===== src/rtl/pcf_pkg.sv =====
package pcf_pkg;

    localparam logic [31:0] CRC_POLY = 32'hEDB88320;
    localparam logic [31:0] CRC_ONES = 32'hFFFFFFFF;

    localparam int HEAD_LEN = 41;
    localparam int TAIL_LEN = 16;
    localparam int CNT_W    = 6;

    localparam logic [CNT_W-1:0] HEAD_LAST    = CNT_W'(HEAD_LEN - 1);
    localparam logic [CNT_W-1:0] IHDR_CRC_LO  = 6'd12;
    localparam logic [CNT_W-1:0] IHDR_CRC_HI  = 6'd28;
    localparam logic [CNT_W-1:0] IHDR_CRC_END = 6'd32;
    localparam logic [CNT_W-1:0] IDAT_TYPE_LO = 6'd37;
    localparam logic [3:0]       TAIL_CRC_END = 4'd3;
    localparam logic [3:0]       TAIL_LAST    = 4'(TAIL_LEN - 1);

    localparam logic [1:0] REG_WIDTH  = 2'd0;
    localparam logic [1:0] REG_HEIGHT = 2'd1;
    localparam logic [1:0] REG_LENGTH = 2'd2;

    typedef enum logic [2:0] {
        PH_HEAD = 3'b001,
        PH_DATA = 3'b010,
        PH_TAIL = 3'b100
    } phase_t;

    function automatic logic [31:0] crc_byte(input logic [31:0] c, input logic [7:0] b);
        logic [31:0] r;
        r = c ^ {24'd0, b};
        for (int k = 0; k < 8; k++) begin
            r = r[0] ? ((r >> 1) ^ CRC_POLY) : (r >> 1);
        end
        return r;
    endfunction

    function automatic logic [7:0] head_byte(
        input logic [CNT_W-1:0] idx,
        input logic [15:0]      w,
        input logic [15:0]      h,
        input logic [23:0]      len,
        input logic [31:0]      crc
    );
        logic [31:0] fin;
        logic [7:0]  r;
        fin = ~crc;
        unique case (idx)
            6'd0:    r = 8'd137;
            6'd1:    r = 8'd80;
            6'd2:    r = 8'd78;
            6'd3:    r = 8'd71;
            6'd4:    r = 8'd13;
            6'd5:    r = 8'd10;
            6'd6:    r = 8'd26;
            6'd7:    r = 8'd10;
            6'd11:   r = 8'd13;
            6'd12:   r = 8'h49;
            6'd13:   r = 8'h48;
            6'd14:   r = 8'h44;
            6'd15:   r = 8'h52;
            6'd18:   r = w[15:8];
            6'd19:   r = w[7:0];
            6'd22:   r = h[15:8];
            6'd23:   r = h[7:0];
            6'd24:   r = 8'd8;
            6'd25:   r = 8'd2;
            6'd29:   r = fin[31:24];
            6'd30:   r = fin[23:16];
            6'd31:   r = fin[15:8];
            6'd32:   r = fin[7:0];
            6'd34:   r = len[23:16];
            6'd35:   r = len[15:8];
            6'd36:   r = len[7:0];
            6'd37:   r = 8'h49;
            6'd38:   r = 8'h44;
            6'd39:   r = 8'h41;
            6'd40:   r = 8'h54;
            default: r = 8'd0;
        endcase
        return r;
    endfunction

    function automatic logic [7:0] tail_byte(input logic [3:0] idx, input logic [31:0] crc);
        logic [31:0] fin;
        logic [7:0]  r;
        fin = ~crc;
        unique case (idx)
            4'd0:    r = fin[31:24];
            4'd1:    r = fin[23:16];
            4'd2:    r = fin[15:8];
            4'd3:    r = fin[7:0];
            4'd8:    r = 8'h49;
            4'd9:    r = 8'h45;
            4'd10:   r = 8'h4E;
            4'd11:   r = 8'h44;
            4'd12:   r = 8'd174;
            4'd13:   r = 8'd66;
            4'd14:   r = 8'd96;
            4'd15:   r = 8'd130;
            default: r = 8'd0;
        endcase
        return r;
    endfunction

endpackage


===== src/rtl/png_container_framer_crc32_unit.sv =====
// A word accepted on an idle port opens a file and waits in the input register while
// 41 header words go out, with input held off, then the data word. Inside a file, one
// data word per cycle while s_tvalid and m_tready stay high; each file ends with 16
// trailer words. Output register set by m_tready.
// Reset (rst_n low, asynchronous): no file open, CRC all ones, output empty,
// image_width, image_height and data_length all 1.
module png_container_framer_crc32_unit (
    input  logic        clk,
    input  logic        rst_n,
    input  logic        cfg_we,
    input  logic [1:0]  cfg_index,
    input  logic [23:0] cfg_data,
    input  logic        s_tvalid,
    output logic        s_tready,
    input  logic [7:0]  s_tdata,   // [7:0] data_byte
    output logic        m_tvalid,
    input  logic        m_tready,
    output logic [7:0]  m_tdata,   // [7:0] out_byte
    output logic        m_tlast
);

    logic [15:0] width_reg;
    logic [15:0] height_reg;
    logic [23:0] length_reg;

    pcf_pkg::phase_t               phase_reg, phase_next;
    logic [pcf_pkg::CNT_W-1:0]     cnt_reg, cnt_next;
    logic [31:0]                   crc_reg, crc_next;
    logic [23:0]                   rem_reg, rem_next;
    logic                          in_full_reg, in_full_next;
    logic [7:0]                    in_byte_reg;
    logic                          out_valid_reg, out_valid_next;
    logic [7:0]                    out_byte_reg;
    logic                          out_last_reg;

    logic        load_ok;
    logic        emit;
    logic        take;
    logic [7:0]  sel_byte;
    logic        sel_last;
    logic [23:0] open_len;
    logic [23:0] rem_dec;

    assign load_ok  = !out_valid_reg || m_tready;
    assign s_tready = !in_full_reg || take;
    assign m_tvalid = out_valid_reg;
    assign m_tdata  = out_byte_reg;
    assign m_tlast  = out_last_reg;
    assign open_len = (length_reg == 24'd0) ? 24'd1 : length_reg;
    assign rem_dec  = rem_reg - 24'd1;

    always_comb
    begin
        phase_next = phase_reg;
        cnt_next   = cnt_reg;
        crc_next   = crc_reg;
        rem_next   = rem_reg;
        emit       = 1'b0;
        take       = 1'b0;
        sel_byte   = 8'd0;
        sel_last   = 1'b0;
        unique case (phase_reg)
            pcf_pkg::PH_HEAD:
            begin
                sel_byte = pcf_pkg::head_byte(cnt_reg, width_reg, height_reg, rem_reg, crc_reg);
                emit     = in_full_reg && load_ok;
                if (emit)
                begin
                    cnt_next = cnt_reg + 1'b1;
                    if (cnt_reg == '0)
                    begin
                        rem_next = open_len;
                    end
                    if ((cnt_reg >= pcf_pkg::IHDR_CRC_LO && cnt_reg <= pcf_pkg::IHDR_CRC_HI)
                        || cnt_reg >= pcf_pkg::IDAT_TYPE_LO)
                    begin
                        crc_next = pcf_pkg::crc_byte(crc_reg, sel_byte);
                    end
                    else if (cnt_reg == pcf_pkg::IHDR_CRC_END)
                    begin
                        crc_next = pcf_pkg::CRC_ONES;
                    end
                    if (cnt_reg == pcf_pkg::HEAD_LAST)
                    begin
                        cnt_next   = '0;
                        phase_next = pcf_pkg::PH_DATA;
                    end
                end
            end
            pcf_pkg::PH_DATA:
            begin
                sel_byte = in_byte_reg;
                emit     = in_full_reg && load_ok;
                take     = emit;
                if (emit)
                begin
                    crc_next = pcf_pkg::crc_byte(crc_reg, in_byte_reg);
                    rem_next = rem_dec;
                    if (rem_dec == 24'd0)
                    begin
                        phase_next = pcf_pkg::PH_TAIL;
                    end
                end
            end
            pcf_pkg::PH_TAIL:
            begin
                sel_byte = pcf_pkg::tail_byte(cnt_reg[3:0], crc_reg);
                sel_last = (cnt_reg[3:0] == pcf_pkg::TAIL_LAST);
                emit     = load_ok;
                if (emit)
                begin
                    cnt_next = cnt_reg + 1'b1;
                    if (cnt_reg[3:0] == pcf_pkg::TAIL_CRC_END)
                    begin
                        crc_next = pcf_pkg::CRC_ONES;
                    end
                    if (sel_last)
                    begin
                        cnt_next   = '0;
                        phase_next = pcf_pkg::PH_HEAD;
                    end
                end
            end
            default:
            begin
                phase_next = pcf_pkg::PH_HEAD;
            end
        endcase
    end

    always_comb
    begin
        in_full_next = in_full_reg;
        if (s_tvalid && s_tready)
        begin
            in_full_next = 1'b1;
        end
        else if (take)
        begin
            in_full_next = 1'b0;
        end
        out_valid_next = out_valid_reg;
        if (emit)
        begin
            out_valid_next = 1'b1;
        end
        else if (m_tready)
        begin
            out_valid_next = 1'b0;
        end
    end

    always_ff @(posedge clk or negedge rst_n)
    begin
        if (!rst_n)
        begin
            width_reg     <= 16'd1;
            height_reg    <= 16'd1;
            length_reg    <= 24'd1;
            phase_reg     <= pcf_pkg::PH_HEAD;
            cnt_reg       <= '0;
            crc_reg       <= pcf_pkg::CRC_ONES;
            rem_reg       <= 24'd0;
            in_full_reg   <= 1'b0;
            out_valid_reg <= 1'b0;
        end
        else
        begin
            if (cfg_we)
            begin
                unique case (cfg_index)
                    pcf_pkg::REG_WIDTH:  width_reg  <= cfg_data[15:0];
                    pcf_pkg::REG_HEIGHT: height_reg <= cfg_data[15:0];
                    pcf_pkg::REG_LENGTH: length_reg <= cfg_data;
                    default:             ;
                endcase
            end
            phase_reg     <= phase_next;
            cnt_reg       <= cnt_next;
            crc_reg       <= crc_next;
            rem_reg       <= rem_next;
            in_full_reg   <= in_full_next;
            out_valid_reg <= out_valid_next;
        end
    end

    always_ff @(posedge clk)
    begin
        if (s_tvalid && s_tready)
        begin
            in_byte_reg <= s_tdata;
        end
        if (emit)
        begin
            out_byte_reg <= sel_byte;
            out_last_reg <= sel_last;
        end
    end

    a_data_has_remaining: assert property (@(posedge clk) disable iff (!rst_n)
        (phase_reg == pcf_pkg::PH_DATA) |-> (rem_reg != 24'd0))
        else $error("data phase with no bytes remaining");

    a_last_closes_file: assert property (@(posedge clk) disable iff (!rst_n)
        (m_tvalid && m_tlast) |-> (phase_reg == pcf_pkg::PH_HEAD))
        else $error("last word shown while file still open");

    a_crc_fresh_at_open: assert property (@(posedge clk) disable iff (!rst_n)
        (phase_reg == pcf_pkg::PH_HEAD && cnt_reg == '0) |-> (crc_reg == pcf_pkg::CRC_ONES))
        else $error("crc not reset at file open");

    a_hold_input_outside_data: assert property (@(posedge clk) disable iff (!rst_n)
        (phase_reg != pcf_pkg::PH_DATA && in_full_reg) |-> !s_tready)
        else $error("input taken during header or trailer");

endmodule


===== config.mk =====
export PLATFORM = sky130hd
export DESIGN_NAME = png_container_framer_crc32_unit
export DESIGN_NICKNAME = d
export VERILOG_FILES = /design/src/rtl/pcf_pkg.sv /design/src/rtl/png_container_framer_crc32_unit.sv
export SDC_FILE = /design/constraint.sdc
export NUM_CORES = 1
export LEC_CHECK = 0
export BUFFER_PORTS_ARGS = -buffer_cell sky130_fd_sc_hd__buf_4
export CELL_PAD_IN_SITES_DETAIL_PLACEMENT = 0
export CELL_PAD_IN_SITES_GLOBAL_PLACEMENT = 1
export CORE_MARGIN = 4
export CORE_UTILIZATION = 49
export DETAILED_ROUTE_END_ITERATION = 8
export HOLD_SLACK_MARGIN = 0.15
export PLACE_DENSITY_LB_ADDON = 0.1
export SLEW_MARGIN = 20
export SYNTH_ARGS = -nofsm -noshare
export SYNTH_HDL_FRONTEND = slang
export SYNTH_SLANG_ARGS = --single-unit

===== constraint.sdc =====
create_clock -name clk -period 3.6 [get_ports clk]
set_input_delay 0.18 -clock clk [delete_from_list [all_inputs] [get_ports clk]]
set_output_delay 0.18 -clock clk [all_outputs]
set_load 0.05 [all_outputs]

== After elaboration in Yosys (flattened, before gate mapping) ==
Index checks and enable logic that the tools add are counted.

* Bits in registers: 140
* Bits of input ports: 39

* Add/sub/neg operators: 2
* Order comparisons: 3
* Equal/unequal tests: 54
* Mux-type cells: 50
* Bitwise gates (word level): 19
* Reduce and logical (&&, ||, !) cells: 30

{| class="wikitable"
|+ Operators with widths
! operator !! number
|-
| 32-bit 2-to-1 mux || 22
|-
| 13-bit inverter with 14-bit output || 16
|-
| 8-bit one-hot mux with 26 select lines || 1
|-
| 24-bit 2-to-1 mux || 4
|-
| 32-bit one-hot mux with 3 select lines || 1
|-
| 8-bit one-hot mux with 12 select lines || 1
|-
| 32-bit by 8-bit bitwise XOR with 32-bit output || 2
|-
| 6-bit by 5-bit equality test with 1-bit output (second input constant) || 9
|-
| 6-bit equality test (second input constant) || 8
|-
| 24-bit zero test || 2
|-
| 24-bit one-hot mux with 2 select lines || 1
|-
| 4-bit equality test (second input constant) || 8
|-
| 32-bit inverter || 1
|-
| 6-bit by 4-bit equality test with 1-bit output (second input constant) || 5
|-
| 6-bit by 3-bit equality test with 1-bit output (second input constant) || 4
|-
| 6-bit 2-to-1 mux || 4
|-
| 8-bit one-hot mux with 3 select lines || 1
|-
| 24-bit by 1-bit subtractor with 24-bit output (second input constant) || 1
|-
| 3-bit 2-to-1 mux || 6
|-
| 2-bit != test (second input constant) || 8
|-
| 6-bit by 2-bit equality test with 1-bit output (second input constant) || 2
|-
| 6-bit one-hot mux with 2 select lines || 1
|-
| 6-bit AND reduction || 2
|-
| 2-bit OR reduction || 5
|-
| other kinds (28) || 43
|}

== Logic depth before layout (Yosys ltp) ==
* Depth after elaboration: 24
* Mapped depth: 13
* Mapped depth without buffers: 11

== Worst setup path after synthesis ==
No wires, ideal clock.

* Path kind: register to register
* Start: register cnt_reg[0] in the netlist's numbering
* End: register crc_reg[21]
* Library setup time: 0.061 ns
* Arrival: 3.059 ns
* Required time: 3.539 ns
* Setup slack: 0.480 ns
* Cell stages (with the launch flop): 14
* Path buffers: 2
* Clock period less this slack: 3.120 ns
* Cell sequence: dfrtp_1 -> inv_1 -> ha_1 -> buf_2 -> and3b_1 -> clkbuf_1 -> and3_1 -> a2111oi_0 -> and4b_1 -> mux2i_4 -> xnor3_1 -> xnor3_1 -> a21boi_1 -> o22a_1

* Cells in the longest elaborated chain, start to end: 20
* Elaborated cells between the ends (all ways): 62
* Classes of those cells: 3 x order compare; 32 x eq/ne; 13 x mux; 6 x bitwise; 8 x reduce/logical

{| class="wikitable"
|+ Ends and longest elaborated chain
! element !! line !! source
|-
| from (decl) || png_container_framer_crc32_unit.sv:27 || <nowiki>logic [pcf_pkg::CNT_W-1:0] cnt_reg, cnt_next;</nowiki>
|-
| from (signal assigned) || png_container_framer_crc32_unit.sv:179 || <nowiki>cnt_reg <= cnt_next;</nowiki>
|-
| 6-bit equality test (tied with other cells) || pcf_pkg.sv:47 || <nowiki>unique case (idx)</nowiki>
|-
| 2-bit OR reduction (no line) || n/a ||
|-
| 8-bit one-hot mux with 26 select lines || pcf_pkg.sv:47 ||
|-
| 8-bit 2-to-1 mux || png_container_framer_crc32_unit.sv:62 || <nowiki>unique case (phase_reg)</nowiki>
|-
| 32-bit by 8-bit bitwise XOR with 32-bit output || pcf_pkg.sv:30 || <nowiki>r = c ^ {24'd0, b};</nowiki>
|-
| 32-bit 2-to-1 mux (2 in series) || pcf_pkg.sv:32 || <nowiki>r = r[0] ? ((r >> 1) ^ CRC_POLY) : (r >> 1);</nowiki>
|-
| 13-bit inverter with 14-bit output (no line) || n/a ||
|-
| 32-bit 2-to-1 mux (2 in series) || pcf_pkg.sv:32 ||
|-
| 13-bit inverter with 14-bit output (no line) || n/a ||
|-
| 32-bit 2-to-1 mux || pcf_pkg.sv:32 ||
|-
| 13-bit inverter with 14-bit output (no line) || n/a ||
|-
| 32-bit 2-to-1 mux (2 in series) || pcf_pkg.sv:32 ||
|-
| 13-bit inverter with 14-bit output (no line) || n/a ||
|-
| 32-bit 2-to-1 mux || pcf_pkg.sv:32 ||
|-
| 32-bit 2-to-1 mux || png_container_framer_crc32_unit.sv:74 || <nowiki>if ((cnt_reg >= pcf_pkg::IHDR_CRC_LO && cnt_reg <= pcf_pkg::IHDR_CRC_HI)</nowiki>
|-
| 32-bit 2-to-1 mux || png_container_framer_crc32_unit.sv:67 || <nowiki>if (emit)</nowiki>
|-
| 32-bit one-hot mux with 3 select lines || png_container_framer_crc32_unit.sv:62 ||
|-
| to (signal assigned) || png_container_framer_crc32_unit.sv:162 || <nowiki>crc_reg <= pcf_pkg::CRC_ONES;</nowiki>
|-
| to (signal assigned) || png_container_framer_crc32_unit.sv:180 || <nowiki>crc_reg <= crc_next;</nowiki>
|-
| to (decl) || png_container_framer_crc32_unit.sv:28 || <nowiki>logic [31:0] crc_reg, crc_next;</nowiki>
|}

Parallel ways exist; a longest one is shown, timed or not. The select of a mux whose other input is x is not followed.
A chain may end at the register's enable or synchronous reset.

== Worst setup path in the final report ==
* Start: register cnt_reg[0] in the netlist's numbering
* End: register crc_reg[6]

* Cells in the longest elaborated chain, start to end: 17
* Elaborated cells between the ends (all ways): 58
* Classes of those cells: 3 x order compare; 32 x eq/ne; 13 x mux; 2 x bitwise; 8 x reduce/logical

{| class="wikitable"
|+ Ends and longest elaborated chain
! element !! line
|-
| 6-bit equality test (tied with other cells) || pcf_pkg.sv:47
|-
| 2-bit OR reduction (no line) || n/a
|-
| 8-bit one-hot mux with 26 select lines || pcf_pkg.sv:47
|-
| 8-bit 2-to-1 mux || png_container_framer_crc32_unit.sv:62
|-
| 32-bit by 8-bit bitwise XOR with 32-bit output || pcf_pkg.sv:30
|-
| 32-bit 2-to-1 mux (5 in series) || pcf_pkg.sv:32
|-
| 13-bit inverter with 14-bit output (no line) || n/a
|-
| 32-bit 2-to-1 mux (3 in series) || pcf_pkg.sv:32
|-
| 32-bit 2-to-1 mux || png_container_framer_crc32_unit.sv:74
|-
| 32-bit 2-to-1 mux || png_container_framer_crc32_unit.sv:67
|-
| 32-bit one-hot mux with 3 select lines || png_container_framer_crc32_unit.sv:62
|}

Parallel ways exist; a longest one is shown, timed or not. The select of a mux whose other input is x is not followed.

==> insert_results.sql <==
INSERT INTO impl_metrics (metric_group, metric, value, unit) VALUES
('run_status', 'run_status', 'completed', ''),
('worst_hold_path', 'worst_hold_class', 'input pin to asynchronous set/reset pin', ''),
('grt', 'use_met3', '0.0599', ''),
('cts', 'cts_tree', 'yes', ''),
('setup_path', 'critical_path_peak_fanout', '9', ''),
('logic_synthesis', 'ys.flop_type', 'sky130_fd_sc_hd__dfrtp_1', ''),
('logic_synthesis', 'mean_post_synth_cell_area', '9.67', 'µm²'),
('setup_path', 'start_kind', 'flip-flop', ''),
('setup_path', 'endpoint_kind', 'flip-flop', ''),
('cts', 'tritoncts.num_buffers', '17', ''),
('setup_path', 'timing.setup.critical_path_class', 'flip-flop to flip-flop', ''),
('setup_path', 'cp_data_arrival_time', '3.80', 'ns'),
('setup_path', 'peak_per_stage_delay_on_the_critical_path', '0.46', 'ns'),
('detailed_routing', 'routed_wl', '33700', 'µm'),
('grt', 'vias_in_the_first_global_route', '8319', ''),
('setup_path', 'path_buf_inv', '1', ''),
('grt', 'pin_count_of_the_biggest_net_entering_global_routing', '55', ''),
('detailed_routing', 'drt_drc_violations_left', '0', ''),
('grt', 'met1_usage', '0.483', ''),
('setup_path', 'rr_endpoint', 'crc_reg[6]', ''),
('logic_synthesis', 'async_s_r_ff_share_synth', '0.879', ''),
('grt', 'gr_usage_total', '0.310', ''),
('logic_synthesis', 'netlist_top_cells_area', 'sky130_fd_sc_hd__dfrtp_1 22%, sky130_fd_sc_hd__dfstp_2 9.7%, sky130_fd_sc_hd__mux2_2 6.7%', ''),
('setup_path', 'regToRegSetupSlack', '0.16', 'ns'),
('setup_path', 'cpLargestDelayFamily', 'compound AO/OA/AOI/OAI gates', ''),
('logic_synthesis', 'yosysTopAreaCellShare', '0.222', ''),
('setup_path', 'crit_path_end', 'crc_reg[6]', ''),
('logic_synthesis', 'synth.lib_cells_used.distinct', '90', ''),
('placed_design', 'place.detailed.instances', '1317', ''),
('floorplan', 'io-pin-count', '50', ''),
('setup_path', 'critical_path_cell_count', '11', ''),
('final_layout', 'layout-drive-gt1-share', '0.253', ''),
('timing', 'timing.max_slew.rel_slack', '0.376', ''),
('logic_synthesis', 'synth-edff-count', '17', ''),
('final_layout', 'layout.area.seq', '3630', 'µm²'),
('cts', 'cts_sinks', '140', ''),
('grt', 'antenna_found_initial', '0', ''),
('floorplan', 'die_outline_height', '149', 'µm'),
('detailed_routing', 'vias', '8862', ''),
('logic_synthesis', 'synth.net_count', '1060', ''),
('final_layout', 'flip_flop_count_of_the_largest_register_after_layout', '32', ''),
('timing', 'timing.final.max_slew_violations', '0', ''),
('timing', 'finalHoldViolCount', '0', ''),
('detailed_routing', 'detail_route.first_pass.iterations', '7', ''),
('detailed_routing', 'wl_per_cell', '24.2', 'µm'),
('logic_synthesis', 'ys.warnings.count', '0', ''),
('timing', 'rsz_0062_raised_after_global_routing', 'false', ''),
('placed_design', 'detailed_place_hpwl', '24900', 'µm'),
('logic_synthesis', 'synth.yosys.seq_area_share', '0.371', ''),
('timing', 'timing.final.setup_violations', '0', ''),
('cts', 'clkTransAtPathRegs', '0.08', 'ns'),
('grt', 'grt-ovfl-total', '0', ''),
('setup_path', 'worst-r2r-cell-count', '11', ''),
('floorplan', 'row_count', '51', ''),
('flow_run', 'max_cap_viol_count', '0', ''),
('final_layout', 'multiInputGateArea', '5800', 'µm²'),
('floorplan', 'die_footprint', '22300', 'µm²'),
('cts', 'clock_tree.buffer_depth', '2', ''),
('final_layout', 'syn_to_final_growth', '19.6', '%'),
('timing', 'max_clock_freq', '0.291', 'GHz'),
('placed_design', 'globalplace.congestion', '0.983', ''),
('setup_path', 'regToRegStartpoint', 'cnt_reg[0]', ''),
('cts', 'htreeDepth', '4', ''),
('floorplan', 'die_x', '149', 'µm'),
('grt', 'grt_pass1_wl', '52000', 'µm'),
('final_layout', 'nets', '1161', ''),
('final_layout', 'fillers', '1703', ''),
('final_layout', 'diodes', '0', ''),
('cts', 'cts-root-buf', 'sky130_fd_sc_hd__clkbuf_16', ''),
('setup_path', 'crit_chain', 'inv_1, ha_2, and3b_1, and3_1, a2111oi_0, and4b_1, mux2i_4, xnor3_1, a211oi_1, a21oi_1, a21oi_1', ''),
('grt', 'grt.busiest_layer', 'met1', '');
[worst register-to-register path: cells and delay by family (launching register included)]
family,cells,cell delay (ns)
AOI/OAI and AO/OA,4,0.94
and+or+nand+nor,3,0.87
DFF,1,0.46
muxes,1,0.39
xor gates and xnor gates,1,0.32
adders and majority gates,1,0.27
buffers and inverters,1,0.13
[timing repair]
action	CTS	global route
setup buffers	0	7
resized for setup	0	2
endpoints found under the hold margin	108	0
endpoints found under the setup margin	0	8
hold buffers	34	0
[cell usage in the layout, fill, tap and decap left out, drive strengths merged, types with 11 or more instances in the layout]
cell | Yosys | routed
a21oi | 91 | 91
edfxtp | 17 | 17
dlygate4sd3 | 0 | 34
xnor3 | 13 | 13
xor2 | 33 | 33
clkbuf | 51 | 17
a22oi | 15 | 15
nand3b | 15 | 15
a31oi | 12 | 12
o22ai | 42 | 42
nand3 | 29 | 29
nor2 | 71 | 71
nor3 | 23 | 23
dfrtp | 87 | 87
nand2b | 11 | 11
xnor2 | 78 | 78
clkinv | 2 | 12
nor4 | 15 | 15
mux2 | 58 | 58
dfstp | 36 | 36
buf | 20 | 119
inv | 14 | 19
nand2 | 54 | 54
o21ai | 70 | 70
[synthesized netlist by cell type, types with 11 or more instances]
master / count
sky130_fd_sc_hd__edfxtp_1: 17
sky130_fd_sc_hd__a21oi_1: 91
sky130_fd_sc_hd__xnor2_1: 70
sky130_fd_sc_hd__mux2_2: 58
sky130_fd_sc_hd__nand2b_1: 11
sky130_fd_sc_hd__nand3_1: 28
sky130_fd_sc_hd__nor3_1: 20
sky130_fd_sc_hd__clkbuf_1: 51
sky130_fd_sc_hd__o21ai_0: 69
sky130_fd_sc_hd__xor2_1: 26
sky130_fd_sc_hd__xnor3_1: 12
sky130_fd_sc_hd__dfstp_2: 36
sky130_fd_sc_hd__nor4_1: 14
sky130_fd_sc_hd__nand3b_1: 15
sky130_fd_sc_hd__nor2_1: 69
sky130_fd_sc_hd__dfrtp_1: 87
sky130_fd_sc_hd__inv_1: 14
sky130_fd_sc_hd__buf_2: 11
sky130_fd_sc_hd__a31oi_1: 12
sky130_fd_sc_hd__o22ai_1: 42
sky130_fd_sc_hd__nand2_1: 54
sky130_fd_sc_hd__a22oi_1: 15
[per-stage QoR]
step | hold WS [ns] | area (µm²) | setup slack [ns] | util
6_report | 0.320 | 11700 | 0.159 | 0.600
5_1_grt | 0.346 | 11700 | 0.0367 | 0.600
4_1_cts | 0.331 | 11600 | 0.0728 | 0.595
3_5_place_dp | 0.280 | 10700 | 0.136 | 0.546
3_3_place_gp | 0.287 | 10700 | 0.227 | 0.546
2_1_floorplan | -0.116 | 9790 | 0.480 | -
[worst min-delay path by stage]
stage	from	to	slack, ns	cells after the start
finish	rst_n	rem_reg[1]	0.32	2
global route	cfg_index[1]	width_reg[7]	0.35	4
CTS	cfg_index[1]	width_reg[7]	0.33	4
detailed placement	rst_n	rem_reg[0]	0.28	1
global placement	rst_n	rem_reg[3]	0.29	1
floorplan	rst_n	cnt_reg[0]	-0.12	0
[area by class of cell]
class                   count  area share
multi-input cells         785       0.495
flip-flops and latches    140       0.310
repair buffers            153       0.108
clock buffers              17      0.0363
well taps                 265      0.0283
clock inverters            15      0.0168
inverters                  16     0.00513
[cells by family after synthesis]
group	share of synthesized area
buf+inv	0.0390
simple gates	0.157
flops	0.371
compound gates	0.194
xor+xnor	0.148
mux	0.0795
fa+ha+maj	0.0115
[metal layers]
| metal | routed length, µm | vias up |
|---|---|---|
| li1 | - | 3956 |
| met1 | 15500 | 4396 |
| met2 | 14600 | 453 |
| met3 | 3040 | 57 |
| met4 | 634 | 0 |
| met5 | 0 | - |
Power is left out: the tool's default activity adds up to more than one toggle a clock period on the data nets, which glitch-free logic cannot reach.
